### config.mk
export PLATFORM = sky130hd
export DESIGN_NAME = decimal_digit_pattern_count_core
export DESIGN_NICKNAME = d
export VERILOG_FILES = /design/src/design/ddpc_pkg.sv /design/src/design/decimal_digit_pattern_count_core.sv
export VERILOG_INCLUDE_DIRS = /design/src /design/src/design
export SDC_FILE = /design/constraint.sdc
export NUM_CORES = 1
export LEC_CHECK = 0
export BUFFER_PORTS_ARGS = -buffer_cell sky130_fd_sc_hd__buf_2
export CAP_MARGIN = 20
export CORE_MARGIN = 2
export CORE_UTILIZATION = 55
export CTS_BUF_LIST = sky130_fd_sc_hd__clkbuf_8 sky130_fd_sc_hd__clkbuf_16
export DETAILED_ROUTE_END_ITERATION = 10
export PLACE_DENSITY = 0.74
export REMOVE_ABC_BUFFERS = 1
export SLEW_MARGIN = 20
export SYNTH_ARGS = -nofsm -noshare
export SYNTH_HDL_FRONTEND = slang
export SYNTH_SLANG_ARGS = --single-unit
export TNS_END_PERCENT = 100
### constraint.sdc
create_clock -name clk -period 5.2 [get_ports clk]
set_clock_uncertainty 0.15 [all_clocks]
set_input_delay 0.26 -clock clk [delete_from_list [all_inputs] [get_ports clk]]
set_output_delay 0.26 -clock clk [all_outputs]
set_load 0.01 [all_outputs]
### src/design/decimal_digit_pattern_count_core_defines.svh
// Assertion macros for the digit pattern counter.
`ifndef DECIMAL_DIGIT_PATTERN_COUNT_CORE_DEFINES_SVH
`define DECIMAL_DIGIT_PATTERN_COUNT_CORE_DEFINES_SVH

`ifndef SYNTH
// checked outside reset
`define DDPC_ASSERT(name, clk, rst, prop, msg) \
  name: assert property (@(posedge clk) disable iff (rst) prop) else $error(msg);
// checked on every edge, reset included
`define DDPC_ASSERT_ALWAYS(name, clk, prop, msg) \
  name: assert property (@(posedge clk) prop) else $error(msg);
`else
`define DDPC_ASSERT(name, clk, rst, prop, msg)
`define DDPC_ASSERT_ALWAYS(name, clk, prop, msg)
`endif

`endif

### src/design/ddpc_pkg.sv
package ddpc_pkg;

  localparam int IN_W       = 31;
  localparam int NUM_DIGITS = 10;
  localparam int DIGIT_W    = 4;
  localparam int BCD_W      = NUM_DIGITS * DIGIT_W;
  localparam int LEN_W      = $clog2(NUM_DIGITS + 1);
  localparam int BIT_CNT_W  = $clog2(IN_W);
  localparam int CNT_W      = 4;
  localparam int S_DATA_W   = ((2 * IN_W + 7) / 8) * 8;
  localparam int M_DATA_W   = ((CNT_W + 7) / 8) * 8;

  typedef logic [BCD_W-1:0] bcd_t;
  typedef logic [LEN_W-1:0] len_t;

  // one double-dabble step: add 3 to digits of 5 or more, then shift in a bit
  function automatic bcd_t dabble(input bcd_t bcd, input logic bit_in);
    bcd_t adj;
    adj = bcd;
    for (int i = 0; i < NUM_DIGITS; i++) begin
      if (bcd[i*DIGIT_W +: DIGIT_W] >= DIGIT_W'(5)) begin
        adj[i*DIGIT_W +: DIGIT_W] = bcd[i*DIGIT_W +: DIGIT_W] + DIGIT_W'(3);
      end
    end
    return {adj[BCD_W-2:0], bit_in};
  endfunction

  // number of significant digits, at least one
  function automatic len_t digit_len(input bcd_t bcd);
    len_t len;
    len = len_t'(1);
    for (int i = 1; i < NUM_DIGITS; i++) begin
      if (bcd[i*DIGIT_W +: DIGIT_W] != '0) begin
        len = len_t'(i + 1);
      end
    end
    return len;
  endfunction

endpackage

### src/design/decimal_digit_pattern_count_core.sv
// Each input transaction runs through bit-serial BCD conversion, one length step, one match
//   step per window of the search in the base (none when the search does not fit), and an
//   output load, which waits for m_tready while an earlier count is still held.
// One input at a time: s_tready is high only in idle; the bit-serial BCD conversion sets the pace.
// A result held on m_tdata does not block the next input transaction.
// Reset (rst, synchronous, active high) returns the control to idle and drops m_tvalid.
`include "decimal_digit_pattern_count_core_defines.svh"

module decimal_digit_pattern_count_core
  import ddpc_pkg::*;
(
  input  logic                clk,
  input  logic                rst,
  input  logic                s_tvalid,
  output logic                s_tready,
  // [30:0] base_number, [61:31] search_number, [63:62] zero
  input  logic [S_DATA_W-1:0] s_tdata,
  output logic                m_tvalid,
  input  logic                m_tready,
  // [3:0] occurrence_count, [7:4] zero
  output logic [M_DATA_W-1:0] m_tdata
);

  typedef enum logic [4:0] {
    ST_IDLE  = 5'b00001,
    ST_CONV  = 5'b00010,
    ST_LEN   = 5'b00100,
    ST_MATCH = 5'b01000,
    ST_DONE  = 5'b10000
  } state_t;

  state_t               state;
  logic [IN_W-1:0]      base_sh;   // binary, shifted out MSB first
  logic [IN_W-1:0]      srch_sh;
  bcd_t                 base_bcd;  // digit 0 is the units digit
  bcd_t                 srch_bcd;
  logic [BIT_CNT_W-1:0] bit_cnt;
  len_t                 base_len;
  len_t                 srch_len;
  len_t                 pos;       // start position being tested, units end
  len_t                 last_pos;
  logic [CNT_W-1:0]     count;

  // lengths, only meaningful in ST_LEN
  len_t base_len_c;
  len_t srch_len_c;
  logic hit;
  logic out_free;

  assign base_len_c = digit_len(base_bcd);
  assign srch_len_c = digit_len(srch_bcd);
  assign out_free   = !m_tvalid || m_tready;
  assign s_tready   = (state == ST_IDLE);

  // pattern test at the current window: base is shifted down one digit per step,
  // so the window always sits in the low digits
  always_comb begin
    hit = 1'b1;
    for (int k = 0; k < NUM_DIGITS; k++) begin
      if (len_t'(k) < srch_len &&
          base_bcd[k*DIGIT_W +: DIGIT_W] != srch_bcd[k*DIGIT_W +: DIGIT_W]) begin
        hit = 1'b0;
      end
    end
  end

  always_ff @(posedge clk) begin
    if (rst) begin
      state    <= ST_IDLE;
      m_tvalid <= 1'b0;
    end else begin
      // a new count may replace one taken in the same cycle
      if (state == ST_DONE && out_free) begin
        m_tvalid <= 1'b1;
      end else if (m_tvalid && m_tready) begin
        m_tvalid <= 1'b0;
      end
      unique case (state)
        ST_IDLE: begin
          if (s_tvalid) begin
            state <= ST_CONV;
          end
        end
        ST_CONV: begin
          if (bit_cnt == BIT_CNT_W'(IN_W - 1)) begin
            state <= ST_LEN;
          end
        end
        ST_LEN: begin
          // a search longer than the base never matches
          state <= (srch_len_c > base_len_c) ? ST_DONE : ST_MATCH;
        end
        ST_MATCH: begin
          if (pos == last_pos) begin
            state <= ST_DONE;
          end
        end
        ST_DONE: begin
          if (out_free) begin
            state <= ST_IDLE;
          end
        end
        default: state <= ST_IDLE;
      endcase
    end
  end

  // datapath
  always_ff @(posedge clk) begin
    case (state)
      ST_IDLE: begin
        base_sh  <= s_tdata[IN_W-1:0];
        srch_sh  <= s_tdata[2*IN_W-1:IN_W];
        base_bcd <= '0;
        srch_bcd <= '0;
        bit_cnt  <= '0;
        pos      <= '0;
        count    <= '0;
      end
      ST_CONV: begin
        base_bcd <= dabble(base_bcd, base_sh[IN_W-1]);
        srch_bcd <= dabble(srch_bcd, srch_sh[IN_W-1]);
        base_sh  <= {base_sh[IN_W-2:0], 1'b0};
        srch_sh  <= {srch_sh[IN_W-2:0], 1'b0};
        bit_cnt  <= bit_cnt + BIT_CNT_W'(1);
      end
      ST_LEN: begin
        base_len <= base_len_c;
        srch_len <= srch_len_c;
        last_pos <= base_len_c - srch_len_c;
      end
      ST_MATCH: begin
        count    <= count + CNT_W'(hit);
        base_bcd <= {DIGIT_W'(0), base_bcd[BCD_W-1:DIGIT_W]};
        pos      <= pos + len_t'(1);
      end
      ST_DONE: begin
        if (out_free) begin
          m_tdata <= {{(M_DATA_W - CNT_W){1'b0}}, count};
        end
      end
      default: begin
      end
    endcase
  end

  // assertions
  `DDPC_ASSERT_ALWAYS(a_reset_idle, clk, rst |=> (state == ST_IDLE && !m_tvalid), "reset did not idle")
  `DDPC_ASSERT(a_accept_starts, clk, rst, (s_tvalid && s_tready) |=> (state == ST_CONV && bit_cnt == '0), "accept did not start conversion")
  `DDPC_ASSERT(a_window_fits, clk, rst, (state == ST_MATCH) |-> (pos <= last_pos && last_pos + srch_len == base_len), "match window beyond base digits")
  `DDPC_ASSERT(a_count_bound, clk, rst, (state == ST_MATCH) |-> (count <= CNT_W'(pos)), "count exceeds windows tested")
  `DDPC_ASSERT(a_out_range, clk, rst, m_tvalid |-> (m_tdata[CNT_W-1:0] <= CNT_W'(NUM_DIGITS)), "count out of range")

endmodule

Word-level counts from Yosys, hierarchy flattened
Index checks and enable logic that the tools add are counted.
{"block": "op_classes", "order_cmp": 31, "addsub": 24, "n_reduce_logical": 38, "n_mux": 63, "n_eq_ne": 21}
{"op": "$mux 4", "count": 34}
{"op": "$pmux 31 s2", "count": 2}
{"op": "$pmux 40 s3", "count": 1}
{"op": "$ge 4x3->1 const B", "count": 20}
{"op": "$pmux 40 s2", "count": 1}
{"op": "$add 4x2->4 const B", "count": 18}
{"op": "$reduce_bool 4->1", "count": 18}
{"op": "$ne 4x4->1", "count": 10}
{"op": "$mux 5", "count": 5}
{"op": "$pmux 5 s5", "count": 1}
{"op": "$lt 3x4->1 const A", "count": 4}
{"op": "$pmux 4 s2", "count": 2}
{"op": "$logic_and 1x1->1", "count": 12}
{"op": "$mux 1", "count": 12}
{"op": "$eq 5x5->1 const B", "count": 2}
{"op": "$pmux 5 s2", "count": 1}
{"op": "$lt 1x4->1 const A", "count": 2}
{"op": "$lt 2x4->1 const A", "count": 2}
{"op": "$lt 4x4->1 const A", "count": 2}
{"op": "$ne 2x2->1 const B", "count": 4}
{"op": "$add 3x2->3 const B", "count": 2}
{"op": "$mux 3", "count": 2}
{"op": "$reduce_bool 2->1", "count": 3}
{"op": "$add 5x1->5 const B", "count": 1}
{"op": "other kinds (15)", "count": 16}
{"block": "totals", "regBits": 173}

Longest topological paths before layout
Gate-level depths: netlist of run 1.
{"block": "depth", "ltp_word": 14, "ltp_mapped": 14}

Worst setup path after synthesis of run 1
No wires, ideal clock.
{"block": "synth_timing", "path_type": "reg-to-reg", "from": "register state[4]", "to": "register base_sh[0], enable pin", "setup_slack_ps": 1052, "t_required_ps": 4081, "t_arrival_ps": 3029, "path_buffers": 2, "setup_ps": 969, "stages_incl_launch_ff": 6, "path_cell_list": "dfxtp_1 and2b_2 nand2_1 clkbuf_1 clkbuf_1 nand2_1"}
{"block": "synth_via", "elab_chain_len": 2}
{"element": "start, declared", "line_no": "decimal_digit_pattern_count_core.sv:32", "text": "state_t state;"}
{"element": "start signal, assigned", "line_no": "decimal_digit_pattern_count_core.sv:91", "text": "state <= (srch_len_c > base_len_c) ? ST_DONE : ST_MATCH;"}
{"element": "$eq 5x1->1 or $eq 5x2->1 (tied branches)", "line_no": "decimal_digit_pattern_count_core.sv:110", "text": "case (state)"}
{"element": "$reduce_bool 2->1 (no line) *"}
{"element": "end signal, assigned", "line_no": "decimal_digit_pattern_count_core.sv:112", "text": "base_sh <= s_tdata[IN_W-1:0];"}
{"element": "end signal, assigned", "line_no": "decimal_digit_pattern_count_core.sv:123", "text": "base_sh <= {base_sh[IN_W-2:0], 1'b0};"}
{"element": "end, declared", "line_no": "decimal_digit_pattern_count_core.sv:33", "text": "logic [IN_W-1:0] base_sh;"}
Every way passes the cells marked *; elsewhere a longest branch is shown, timed or not.
A chain may end at the register's enable or synchronous reset.

Final worst setup path of run 1
{"block": "layout_timing", "from": "register state[2]", "to": "register base_sh[14], enable pin"}
Same word-level chain as after synthesis.

==> run_summary.xml, run 1 <==
<?xml version="1.0" encoding="UTF-8"?>
<metrics>
  <group name="placement">
    <metric name="dp_hpwl" unit="um">11700</metric>
    <metric name="place.port_buffers" unit="">71</metric>
    <metric name="gp_routability_congestion" unit="">0.796</metric>
  </group>
  <group name="timing">
    <metric name="post-route-period-util" unit="%">65.3</metric>
    <metric name="rsz0062_at_grt" unit="">false</metric>
    <metric name="clock.fmax" unit="GHz">0.294</metric>
    <metric name="timing.final.crit_period" unit="ns">3.40</metric>
    <metric name="max-slew-margin-rel" unit="%">36.8</metric>
    <metric name="hold_ws" unit="ns">0.0310</metric>
    <metric name="number_of_max_slew_violations_in_the_final_report" unit="">0</metric>
    <metric name="setup_violations" unit="">0</metric>
    <metric name="tightestPinTransition" unit="ns">0.948</metric>
    <metric name="report.final.hold_viol_count" unit="">0</metric>
  </group>
  <group name="critical_path">
    <metric name="cp_max_fo" unit="">88</metric>
    <metric name="critPathCaptureType" unit="">register</metric>
    <metric name="timing.critical_path.from_type" unit="">register</metric>
    <metric name="critical_path_class" unit="">reg2reg</metric>
    <metric name="critPathArrivalTime" unit="ns">3.33</metric>
    <metric name="cp.required" unit="ns">5.14</metric>
  </group>
  <group name="clock_network">
    <metric name="tritoncts.num_buffers" unit="">17</metric>
    <metric name="clk_path_buf_depth" unit="">2</metric>
    <metric name="worst_skew_pair_latency" unit="ns">0.42</metric>
    <metric name="clock_sinks" unit="">173</metric>
    <metric name="cts_tree" unit="">yes</metric>
    <metric name="post-cts-setup-buffers" unit="">0</metric>
    <metric name="register_clock_pin_slew_on_the_reported_worst_setup_and_hold_paths" unit="ns">0.07</metric>
    <metric name="ctsRootBufferMaster" unit="">sky130_fd_sc_hd__clkbuf_16</metric>
    <metric name="htree_num_levels" unit="">4</metric>
  </group>
  <group name="global_routing">
    <metric name="grt_max_degree" unit="">89</metric>
    <metric name="first_global_vias" unit="">6631</metric>
    <metric name="antenna_violations_before_repair" unit="">0</metric>
    <metric name="globalRouteOverflowTotal" unit="">0</metric>
    <metric name="grt_first_pass_wirelength" unit="um">31500</metric>
    <metric name="global_route.usage.total" unit="%">21.3</metric>
  </group>
  <group name="logic_synthesis">
    <metric name="post_synth_edffs" unit="">167</metric>
    <metric name="seq_area_frac_synth" unit="%">53.4</metric>
    <metric name="cell_variety_after_synth" unit="">43</metric>
    <metric name="yosys_warnings" unit="">0</metric>
    <metric name="yosys_register_bits" unit="">173</metric>
    <metric name="post_synth_instance_area" unit="um^2">9620</metric>
    <metric name="ys.flop_type" unit="">sky130_fd_sc_hd__edfxtp_1</metric>
    <metric name="syn-mean-instance-area" unit="um^2">9.82</metric>
    <metric name="proportion_of_synthesized_flip_flops_having_asynchronous_set_or_reset" unit="%">0</metric>
    <metric name="synthCells" unit="">980</metric>
  </group>
  <group name="routing">
    <metric name="first_iter_violations" unit="">446</metric>
    <metric name="via_per_inst" unit="">5.25</metric>
    <metric name="drt_pre_antenna_iters" unit="">5</metric>
    <metric name="detail_route.drc_violations" unit="">0</metric>
    <metric name="count_of_vias_placed_by_the_detailed_router" unit="">7019</metric>
    <metric name="totalWireLength" unit="um">18700</metric>
    <metric name="wl_per_cell" unit="um">14.0</metric>
    <metric name="final_antenna_net_count" unit="">0</metric>
  </group>
  <group name="flow_run">
    <metric name="max_cap_violations" unit="">0</metric>
  </group>
  <group name="cells_and_area">
    <metric name="layout-drive-gt1-share" unit="%">10.5</metric>
    <metric name="antenna_cells_inserted" unit="">0</metric>
    <metric name="layout.nets" unit="">1218</metric>
    <metric name="syn_to_final_growth" unit="%">18.5</metric>
  </group>
  <group name="power">
    <metric name="cell_leakage_power" unit="uW">0.00452</metric>
    <metric name="power.total" unit="uW">7020</metric>
    <metric name="irDropWorstVdd" unit="V">0.000406</metric>
    <metric name="power_per_cell_area" unit="nW/um^2">616</metric>
  </group>
  <group name="status">
    <metric name="run_status" unit="">finished clean</metric>
  </group>
  <group name="min_path">
    <metric name="hold_path_class" unit="">in2reg</metric>
  </group>
  <group name="floorplanning">
    <metric name="num_io_pins" unit="">78</metric>
    <metric name="floorplan.die_area" unit="um^2">18600</metric>
    <metric name="rows" unit="">48</metric>
    <metric name="die_w" unit="um">136</metric>
    <metric name="die_outline_height" unit="um">136</metric>
    <metric name="core-area" unit="um^2">17200</metric>
    <metric name="initial_utilization" unit="%">56.0</metric>
  </group>
</metrics>
-- stage by stage --
stage	util (%)	area (um^2)	setup slack [ns]	cells	setup TNS, ns
after detailed placement	59.1	10200	1.78	1241	0
after floorplan	-	9440	-1.79	938	-201.47
final	66.4	11400	1.80	1336	0
after CTS	66.4	11400	1.75	1336	0
after global routing	66.4	11400	1.53	1336	0
after global placement	59.1	10200	1.84	1241	0
-- routing by layer --
metal  share of wire [%]  track usage (%)
met5                   0                0
met4                0.92             5.61
met2                  48             35.6
met1                  47             28.5
met3                 4.2             4.10
-- worst paths after layout --
path,slack [ns],to,from,depth (start not counted)
worst max-delay path,1.80,base_sh[14]$_DFFE_PP_,state[2]$_SDFFE_PP0P_,4
worst min-delay path,0.03,m_tvalid$_SDFFE_PP0P_,m_tready,3
worst max register to register,1.80,base_sh[14]$_DFFE_PP_,state[2]$_SDFFE_PP0P_,4
worst min register to register,0.31,m_tdata[0]$_DFFE_PP_,count[0]$_SDFFCE_PP0P_,0
-- cell usage after synthesis (all sizes together) (6+ instances only) --
cell type / n / area [um^2]
nand4: 11 / 68.8
nand2: 235 / 882
o22ai: 17 / 106
a21oi: 79 / 395
inv: 51 / 191
and2: 6 / 37.5
xnor2: 65 / 569
edfxtp: 167 / 5010
xor2: 19 / 166
nor2: 81 / 304
clkbuf: 40 / 150
o21ai: 43 / 215
nor3b: 24 / 180
dfxtp: 6 / 120
nor3: 14 / 70.1
nand3: 9 / 45.0
nand2b: 23 / 144
ha: 51 / 638
-- report_power, final --
part	switching, uW	leakage [uW]	internal (uW)	total [uW]
sequential	543	0.00174	2490	3030
combinational	1590	0.00248	1060	2650
clock	539	0.000296	803	1340
-- cell type report --
type | count | area (um^2)
fillers | 1337 | 5770
flip-flops and latches | 173 | 5130
multi-input cells | 714 | 4140
repair buffers | 141 | 1040
clock buffers | 17 | 425
well taps | 225 | 282
clock inverters | 15 | 195
inverters | 51 | 191
-- kinds of logic (layout without fill, tap and decap cells) --
group / Yosys count / after routing / share of synthesized area [%]
compound gates: 157 / 157 / 9.11
xor+xnor: 84 / 84 / 7.64
fa+ha+maj: 52 / 52 / 6.84
buf+inv: 96 / 224 / 3.98
flops: 173 / 173 / 53.4
other cells: 1 / 4 / 0.0390
simple gates: 417 / 417 / 19.0
-- placed cells by master (no fill, tap or decap), drive strengths merged, types with 3 or more instances in the layout --
master	instances
inv	53
dfxtp	6
and3	4
buf	78
or3b	3
ha	51
nand4	11
nand3	9
nand2b	23
a21oi	79
nor3	14
o22ai	17
edfxtp	167
nand2	235
conb	4
bufinv	4
xnor2	65
nor3b	24
clkbuf	17
clkinv	7
xor2	19
o21ai	43
dlygate4sd3	63
nor2	81
and2	6
-- flip-flops by register name (all words and copies together) (netlist names) --
register  flops
base_bcd     40
base_sh      31
bit_cnt       5
count         4
last_pos      4
m_tdata       4
m_tvalid      1
pos           4
srch_bcd     40
srch_len      4
srch_sh      31
state         5
-- what timing repair did --
item	in CTS	in global routing
hold buffers	63	0
resized for setup	0	0
hold endpoints to repair	68	0
-- critical path, stage by stage, from the launching register on --
cell and delay, ns:
sky130_fd_sc_hd__dfxtp_1 0.33, sky130_fd_sc_hd__nor3_1 0.55, sky130_fd_sc_hd__nand2_4 0.69, sky130_fd_sc_hd__nand2_4 0.80, sky130_fd_sc_hd__buf_4 0.48
Note: power is estimated with default switching activity, not from simulation.
==> run 2: changes to the inputs <==
- ABC_AREA: unset -> 1
- PLACE_DENSITY: 0.74 -> 0.77
- clock period: 5.2 -> 3.1 ns (I/O delays scaled with it)
==> run_summary.xml, run 2 <==
<?xml version="1.0" encoding="UTF-8"?>
<metrics>
  <group name="min_path">
    <metric name="holdPathStages" unit="">3</metric>
    <metric name="min_from" unit="">rst</metric>
    <metric name="worst_hold_path.endpoint" unit="">state[3]$_SDFFE_PP0P_</metric>
    <metric name="hold_path_class" unit="">in2reg</metric>
  </group>
  <group name="global_routing">
    <metric name="grt_max_degree" unit="">75</metric>
    <metric name="global_route.usage.total" unit="%">23.3</metric>
    <metric name="antenna_violations_before_repair" unit="">0</metric>
    <metric name="first_global_vias" unit="">7891</metric>
    <metric name="globalRouteOverflowTotal" unit="">0</metric>
    <metric name="grt_first_pass_wirelength" unit="um">36700</metric>
  </group>
  <group name="critical_path">
    <metric name="timing.reg2reg.worst_path_depth" unit="">15</metric>
    <metric name="register_to_register_setup_slack" unit="ns">0.25</metric>
    <metric name="reg2reg_from" unit="">srch_bcd[8]$_SDFFCE_PN0P_</metric>
    <metric name="critPathCaptureType" unit="">register</metric>
    <metric name="worst_r2r_endpoint" unit="">state[4]$_SDFFE_PP0P_</metric>
    <metric name="cp.required" unit="ns">3.28</metric>
    <metric name="timing.critical_path.from_type" unit="">register</metric>
    <metric name="critical_path_class" unit="">reg2reg</metric>
    <metric name="crit_path_start" unit="">srch_bcd[8]$_SDFFCE_PN0P_</metric>
    <metric name="cp_max_fo" unit="">5</metric>
    <metric name="critPathArrivalTime" unit="ns">3.03</metric>
  </group>
  <group name="logic_synthesis">
    <metric name="synthCells" unit="">1149</metric>
    <metric name="ys.flop_type" unit="">sky130_fd_sc_hd__edfxtp_1</metric>
    <metric name="yosys_register_bits" unit="">173</metric>
    <metric name="post_synth_instance_area" unit="um^2">10100</metric>
    <metric name="netlist.area_leader.share" unit="%">49.8</metric>
    <metric name="cell_variety_after_synth" unit="">37</metric>
    <metric name="proportion_of_synthesized_flip_flops_having_asynchronous_set_or_reset" unit="%">0</metric>
    <metric name="syn-mean-instance-area" unit="um^2">8.77</metric>
    <metric name="seq_area_frac_synth" unit="%">51.0</metric>
    <metric name="yosys_warnings" unit="">0</metric>
    <metric name="synth.area.top_cells" unit="">sky130_fd_sc_hd__edfxtp_1, sky130_fd_sc_hd__nand2_1, sky130_fd_sc_hd__ha_1</metric>
    <metric name="synth_top_area_cell" unit="">sky130_fd_sc_hd__edfxtp_1</metric>
    <metric name="post_synth_edffs" unit="">167</metric>
    <metric name="commonest_cells_in_the_netlist" unit="">sky130_fd_sc_hd__nand2_1, sky130_fd_sc_hd__edfxtp_1, sky130_fd_sc_hd__inv_1</metric>
    <metric name="synthMostInstantiatedCell" unit="">sky130_fd_sc_hd__nand2_1</metric>
  </group>
  <group name="routing">
    <metric name="drt_pre_antenna_iters" unit="">5</metric>
    <metric name="count_of_vias_placed_by_the_detailed_router" unit="">8011</metric>
    <metric name="wl_per_cell" unit="um">14.4</metric>
    <metric name="totalWireLength" unit="um">22000</metric>
    <metric name="final_antenna_net_count" unit="">0</metric>
    <metric name="via_per_inst" unit="">5.22</metric>
    <metric name="first_iter_violations" unit="">586</metric>
    <metric name="detail_route.drc_violations" unit="">0</metric>
  </group>
  <group name="power">
    <metric name="power_per_cell_area" unit="nW/um^2">1010</metric>
    <metric name="cell_leakage_power" unit="uW">0.00539</metric>
    <metric name="irDropWorstVdd" unit="V">0.000544</metric>
  </group>
  <group name="floorplanning">
    <metric name="rows" unit="">49</metric>
    <metric name="floorplan.die_area" unit="um^2">19400</metric>
    <metric name="die_w" unit="um">139</metric>
    <metric name="num_io_pins" unit="">78</metric>
    <metric name="die_outline_height" unit="um">139</metric>
    <metric name="initial_utilization" unit="%">56.1</metric>
    <metric name="core-area" unit="um^2">18000</metric>
  </group>
  <group name="clock_network">
    <metric name="register_clock_pin_slew_on_the_reported_worst_setup_and_hold_paths" unit="ns">0.07</metric>
    <metric name="tritoncts.num_buffers" unit="">17</metric>
    <metric name="cts_tree" unit="">yes</metric>
    <metric name="worst_skew_pair_latency" unit="ns">0.44</metric>
    <metric name="clock_sinks" unit="">173</metric>
    <metric name="post-cts-setup-buffers" unit="">0</metric>
    <metric name="ctsRootBufferMaster" unit="">sky130_fd_sc_hd__clkbuf_16</metric>
    <metric name="htree_num_levels" unit="">4</metric>
    <metric name="clk_path_buf_depth" unit="">2</metric>
  </group>
  <group name="timing">
    <metric name="report.final.hold_viol_count" unit="">0</metric>
    <metric name="timing.final.crit_period" unit="ns">2.85</metric>
    <metric name="setup_violations" unit="">0</metric>
    <metric name="clock.fmax" unit="GHz">0.351</metric>
    <metric name="post-route-period-util" unit="%">91.9</metric>
    <metric name="max-slew-margin-rel" unit="%">44.1</metric>
    <metric name="setup_ws" unit="ns">0.251</metric>
    <metric name="rsz0062_at_grt" unit="">false</metric>
    <metric name="number_of_max_slew_violations_in_the_final_report" unit="">0</metric>
    <metric name="tightestPinTransition" unit="ns">0.838</metric>
  </group>
  <group name="cells_and_area">
    <metric name="layout-drive-gt1-share" unit="%">11.0</metric>
    <metric name="layout.nets" unit="">1412</metric>
    <metric name="post-route-cell-area" unit="um^2">11900</metric>
    <metric name="antenna_cells_inserted" unit="">0</metric>
    <metric name="biggestRegsByFlops" unit="">base_bcd: 40 flops, srch_bcd: 40 flops</metric>
    <metric name="final_common_cell" unit="">sky130_fd_sc_hd__nand2_1</metric>
    <metric name="syn_to_final_growth" unit="%">18.1</metric>
    <metric name="most-common-layout-cells" unit="">sky130_fd_sc_hd__nand2_1, sky130_fd_sc_hd__edfxtp_1, sky130_fd_sc_hd__inv_1</metric>
  </group>
  <group name="placement">
    <metric name="dp_hpwl" unit="um">13600</metric>
    <metric name="area_of_placed_instances" unit="um^2">10700</metric>
    <metric name="place.port_buffers" unit="">71</metric>
    <metric name="gp_routability_congestion" unit="">0.892</metric>
    <metric name="place_ws" unit="ns">0.121</metric>
  </group>
  <group name="flow_run">
    <metric name="max_cap_violations" unit="">0</metric>
  </group>
  <group name="status">
    <metric name="run_status" unit="">finished clean</metric>
  </group>
</metrics>
-- run 2: worst max path at each step --
stage / end / slack (ns) / cells past startpoint
after detailed placement: state[4]$_SDFFE_PP0P_ / 0.12 / 15
after global routing: state[4]$_SDFFE_PP0P_ / 0.01 / 17
after floorplan: base_sh[0]$_SDFFCE_PP0P_ / -2.36 / 3
after CTS: state[4]$_SDFFE_PP0P_ / 0.07 / 15
final: state[4]$_SDFFE_PP0P_ / 0.25 / 15
after global placement: state[4]$_SDFFE_PP0P_ / 0.17 / 15
-- run 2: kinds of logic (layout without fill, tap and decap cells) --
kind of cell	Yosys count	count (layout)	share of synthesized area (%)
flops	173	173	51.0
buf+inv	194	347	8.19
simple gates	514	514	20.1
compound gates	173	173	10.5
other cells	1	4	0.0372
fa+ha+maj	52	52	6.53
xor+xnor	42	42	3.65
-- run 2: power by group --
group	internal, uW	leakage [uW]	switching [uW]
clock network	1020	0.000258	922
registers	4230	0.00173	795
logic	1680	0.00340	3360
-- run 2: critical path, cell delays in order (launching register included) --
cell                       delay [ns]
sky130_fd_sc_hd__edfxtp_1        0.47
sky130_fd_sc_hd__inv_2           0.14
sky130_fd_sc_hd__ha_1            0.21
sky130_fd_sc_hd__nand2_1         0.10
sky130_fd_sc_hd__o21ai_0         0.20
sky130_fd_sc_hd__nand2_1         0.07
sky130_fd_sc_hd__nand2_1         0.06
sky130_fd_sc_hd__nand2_1         0.05
sky130_fd_sc_hd__nand2_1         0.06
sky130_fd_sc_hd__a21oi_1         0.08
sky130_fd_sc_hd__ha_1            0.25
sky130_fd_sc_hd__fa_1            0.42
sky130_fd_sc_hd__o21ai_2         0.19
sky130_fd_sc_hd__o21ai_0         0.09
sky130_fd_sc_hd__o21ai_1         0.15
sky130_fd_sc_hd__nor2_1          0.06
-- run 2: per-layer routing --
layer / vias to the layer above / GRT usage (%) / share of wire [%]
met3: 40 / 4.61 / 5.4
li1: 4040 / - / -
met5: - / 0 / 0
met2: 238 / 39.1 / 49
met4: 0 / 8.61 / 2.3
met1: 3693 / 30.0 / 43
-- run 2: layout make-up --
class	instances	area, um^2
clock inverter	15	103
sequential	173	5130
timing repair buffer	154	1190
multi-input combinational	785	4150
inverter	161	604
fill	1369	6070
clock buffer	17	425
tap	229	287
-- run 2: through the flow --
| step | std cells | hold slack (ns) | TNS, ns | utilization, % | power, uW |
|---|---|---|---|---|---|
| floorplan | 1119 | 0.0741 | -383.32 | - | 8340 |
| global placement | 1437 | 0.197 | 0 | 59.6 | 9770 |
| detailed placement | 1437 | 0.193 | 0 | 59.6 | 9940 |
| CTS | 1534 | 0.269 | 0 | 66.2 | 12000 |
| global route | 1534 | 0.327 | 0 | 66.2 | 13000 |
| finish | 1534 | 0.283 | 0 | 66.2 | 12000 |
-- run 2: timing repair --
item,in CTS,in global routing
hold endpoints to repair,68,0
gates resized for setup,0,5
hold buffers,65,0
endpoints found under the setup margin,0,2
==> run 3: changes to the inputs <==
- CTS_CLUSTER_SIZE: unset -> 28
- PLACE_DENSITY: 0.77 -> 0.74
- clock period: 3.1 -> 3.45 ns (I/O delays scaled with it)
==> run_summary.xml, run 3 (synthesis gave the netlist of run 2 again) <==
<?xml version="1.0" encoding="UTF-8"?>
<metrics>
  <group name="routing">
    <metric name="totalWireLength" unit="um">21100</metric>
    <metric name="count_of_vias_placed_by_the_detailed_router" unit="">7903</metric>
    <metric name="wl_per_cell" unit="um">13.9</metric>
    <metric name="via_per_inst" unit="">5.19</metric>
    <metric name="detail_route.drc_violations" unit="">0</metric>
    <metric name="first_iter_violations" unit="">493</metric>
    <metric name="final_antenna_net_count" unit="">0</metric>
    <metric name="drt_pre_antenna_iters" unit="">5</metric>
  </group>
  <group name="placement">
    <metric name="gp_routability_congestion" unit="">0.856</metric>
    <metric name="area_of_placed_instances" unit="um^2">10600</metric>
    <metric name="place.port_buffers" unit="">71</metric>
    <metric name="post-place-cells" unit="">1426</metric>
    <metric name="dp_hpwl" unit="um">13100</metric>
  </group>
  <group name="cells_and_area">
    <metric name="final-instance-count-excl-fill" unit="">1522</metric>
    <metric name="biggestRegsByFlops" unit="">base_bcd: 40 flops, srch_bcd: 40 flops</metric>
    <metric name="post-route-cell-area" unit="um^2">11800</metric>
    <metric name="final_common_cell" unit="">sky130_fd_sc_hd__nand2_1</metric>
    <metric name="layout.nets" unit="">1401</metric>
    <metric name="fillers" unit="">1375</metric>
    <metric name="layout-drive-gt1-share" unit="%">9.67</metric>
    <metric name="syn_to_final_growth" unit="%">17.0</metric>
    <metric name="antenna_cells_inserted" unit="">0</metric>
    <metric name="most-common-layout-cells" unit="">sky130_fd_sc_hd__nand2_1, sky130_fd_sc_hd__edfxtp_1, sky130_fd_sc_hd__inv_1</metric>
  </group>
  <group name="global_routing">
    <metric name="global_route.usage.total" unit="%">22.2</metric>
    <metric name="antenna_violations_before_repair" unit="">0</metric>
    <metric name="first_global_vias" unit="">7622</metric>
    <metric name="globalRouteOverflowTotal" unit="">0</metric>
    <metric name="grt_first_pass_wirelength" unit="um">35200</metric>
    <metric name="grt_max_degree" unit="">108</metric>
  </group>
  <group name="critical_path">
    <metric name="critical-path-max-stage-delay" unit="ns">0.43</metric>
    <metric name="cp.required" unit="ns">3.61</metric>
    <metric name="timing.critical_path.from_type" unit="">register</metric>
    <metric name="register_to_register_setup_slack" unit="ns">0.31</metric>
    <metric name="crit_path_cell_chain" unit="">inv_1 -&gt; ha_1 -&gt; inv_1 -&gt; nor2_1 -&gt; nand2_1 -&gt; nor2_1 -&gt; nor2_1 -&gt; nor2_1 -&gt; o21bai_1 -&gt; nand2_1 -&gt; nand2_1 -&gt; nand2_1 -&gt; ha_1 -&gt; fa_1 -&gt; o21ai_0 -&gt; o21ai_0 -&gt; o21ai_0 -&gt; nor2_1</metric>
    <metric name="worst_r2r_endpoint" unit="">state[4]$_SDFFE_PP0P_</metric>
    <metric name="critical_path_class" unit="">reg2reg</metric>
    <metric name="reg2reg_from" unit="">base_bcd[8]$_DFFE_PP_</metric>
    <metric name="critPathCaptureType" unit="">register</metric>
    <metric name="crit_path_top_delay_cell" unit="">sky130_fd_sc_hd__edfxtp_1</metric>
    <metric name="cp_top_family" unit="">adder cells</metric>
    <metric name="cp_common_cell" unit="">sky130_fd_sc_hd__nor2_1</metric>
    <metric name="cp_max_fo" unit="">6</metric>
    <metric name="path_buf_inv" unit="">2</metric>
    <metric name="critPathArrivalTime" unit="ns">3.30</metric>
    <metric name="timing.reg2reg.worst_path_depth" unit="">18</metric>
  </group>
  <group name="power">
    <metric name="irDropWorstVdd" unit="V">0.000697</metric>
    <metric name="power_per_cell_area" unit="nW/um^2">900</metric>
    <metric name="cell_leakage_power" unit="uW">0.00533</metric>
    <metric name="power.total" unit="uW">10600</metric>
  </group>
  <group name="timing">
    <metric name="tightestPinTransition" unit="ns">0.654</metric>
    <metric name="setup_violations" unit="">0</metric>
    <metric name="fin_tns_setup" unit="ns">0</metric>
    <metric name="max-slew-margin-rel" unit="%">56.4</metric>
    <metric name="rsz0062_at_grt" unit="">false</metric>
    <metric name="report.final.hold_viol_count" unit="">0</metric>
    <metric name="clock.fmax" unit="GHz">0.319</metric>
    <metric name="number_of_max_slew_violations_in_the_final_report" unit="">0</metric>
    <metric name="post-route-period-util" unit="%">91.0</metric>
    <metric name="timing.final.crit_period" unit="ns">3.14</metric>
  </group>
  <group name="flow_run">
    <metric name="max_cap_violations" unit="">0</metric>
  </group>
  <group name="clock_network">
    <metric name="tritoncts.num_buffers" unit="">17</metric>
    <metric name="htree_num_levels" unit="">4</metric>
    <metric name="cts_tree" unit="">yes</metric>
    <metric name="clk_path_buf_depth" unit="">2</metric>
    <metric name="clock_sinks" unit="">173</metric>
    <metric name="cts.repair.resized" unit="">0</metric>
    <metric name="ctsRootBufferMaster" unit="">sky130_fd_sc_hd__clkbuf_16</metric>
    <metric name="worst_skew_pair_latency" unit="ns">0.43</metric>
    <metric name="register_clock_pin_slew_on_the_reported_worst_setup_and_hold_paths" unit="ns">0.07</metric>
  </group>
  <group name="min_path">
    <metric name="holdPathStages" unit="">0</metric>
    <metric name="worst_hold_path.endpoint" unit="">m_tdata[0]$_DFFE_PP_</metric>
    <metric name="hold_path_class" unit="">reg2reg</metric>
    <metric name="min_from" unit="">count[0]$_SDFFCE_PP0P_</metric>
  </group>
  <group name="floorplanning">
    <metric name="core-area" unit="um^2">18000</metric>
    <metric name="die_outline_height" unit="um">139</metric>
    <metric name="floorplan.die_area" unit="um^2">19400</metric>
    <metric name="die_w" unit="um">139</metric>
    <metric name="num_io_pins" unit="">78</metric>
    <metric name="initial_utilization" unit="%">56.1</metric>
    <metric name="rows" unit="">49</metric>
  </group>
  <group name="status">
    <metric name="run_status" unit="">finished clean</metric>
  </group>
</metrics>
-- run 3: changes by cell type in the layout (fill, tap and decap cells not counted), moves of 2 or more --
cell,before,now
sky130_fd_sc_hd__inv_2,5,2
sky130_fd_sc_hd__inv_1,157,161
sky130_fd_sc_hd__o21ai_0,59,61
sky130_fd_sc_hd__buf_4,14,5
sky130_fd_sc_hd__buf_12,4,2
sky130_fd_sc_hd__clkinv_4,5,2
-- run 3: layer usage --
metal	part of all wire, %	up-vias	GRT usage (%)	wire length [um]
met5	0	-	0	0
met1	45	3637	28.8	9450
met4	2.0	0	7.87	420
li1	-	4009	-	-
met3	5.1	29	4.82	1070
met2	48	228	36.9	10100
-- run 3: metrics by stage --
stage	hold slack (ns)	utilization (%)	setup slack, ns
6_report	0.316	65.6	0.312
5_1_grt	0.344	65.6	0.0725
4_1_cts	0.311	65.6	0.318
3_5_place_dp	0.219	59.0	0.409
3_3_place_gp	0.218	59.0	0.513
2_1_floorplan	0.0916	-	-2.01
-- run 3: power breakdown --
| part | leakage (uW) | switching (uW) | internal, uW |
|---|---|---|---|
| Clock | 0.000264 | 799 | 976 |
| Sequential | 0.00173 | 730 | 3810 |
| Combinational | 0.00333 | 2920 | 1370 |
| Total | 0.00533 | 4450 | 6160 |
-- run 3: cell type report --
class                      instances  area, um^2  area share (%)
sequential                       173        5130            43.6
timing repair buffer             143        1080            9.19
clock inverter                    14         108           0.913
inverter                         161         606            5.14
clock buffer                      17         425            3.61
tap                              229         287            2.43
multi-input combinational        785        4150            35.2
-- run 3: worst max-delay path by stage --
stage | startpoint | endpoint | slack [ns] | depth (start not counted)
final | base_bcd[8]$_DFFE_PP_ | state[4]$_SDFFE_PP0P_ | 0.31 | 18
after global routing | base_bcd[4]$_DFFE_PP_ | state[4]$_SDFFE_PP0P_ | 0.07 | 17
after CTS | base_bcd[4]$_DFFE_PP_ | state[4]$_SDFFE_PP0P_ | 0.32 | 17
after detailed placement | base_bcd[4]$_DFFE_PP_ | state[4]$_SDFFE_PP0P_ | 0.41 | 17
after global placement | base_bcd[4]$_DFFE_PP_ | state[4]$_SDFFE_PP0P_ | 0.51 | 17
after floorplan | state[2]$_SDFFE_PP0P_ | base_sh[0]$_SDFFCE_PP0P_ | -2.01 | 3
-- run 3: repair_timing --
action                     in CTS  in global routing
setup endpoints to repair       0                  0
buffers inserted                0                  0
hold buffers                   65                  0
hold endpoints to repair       67                  0
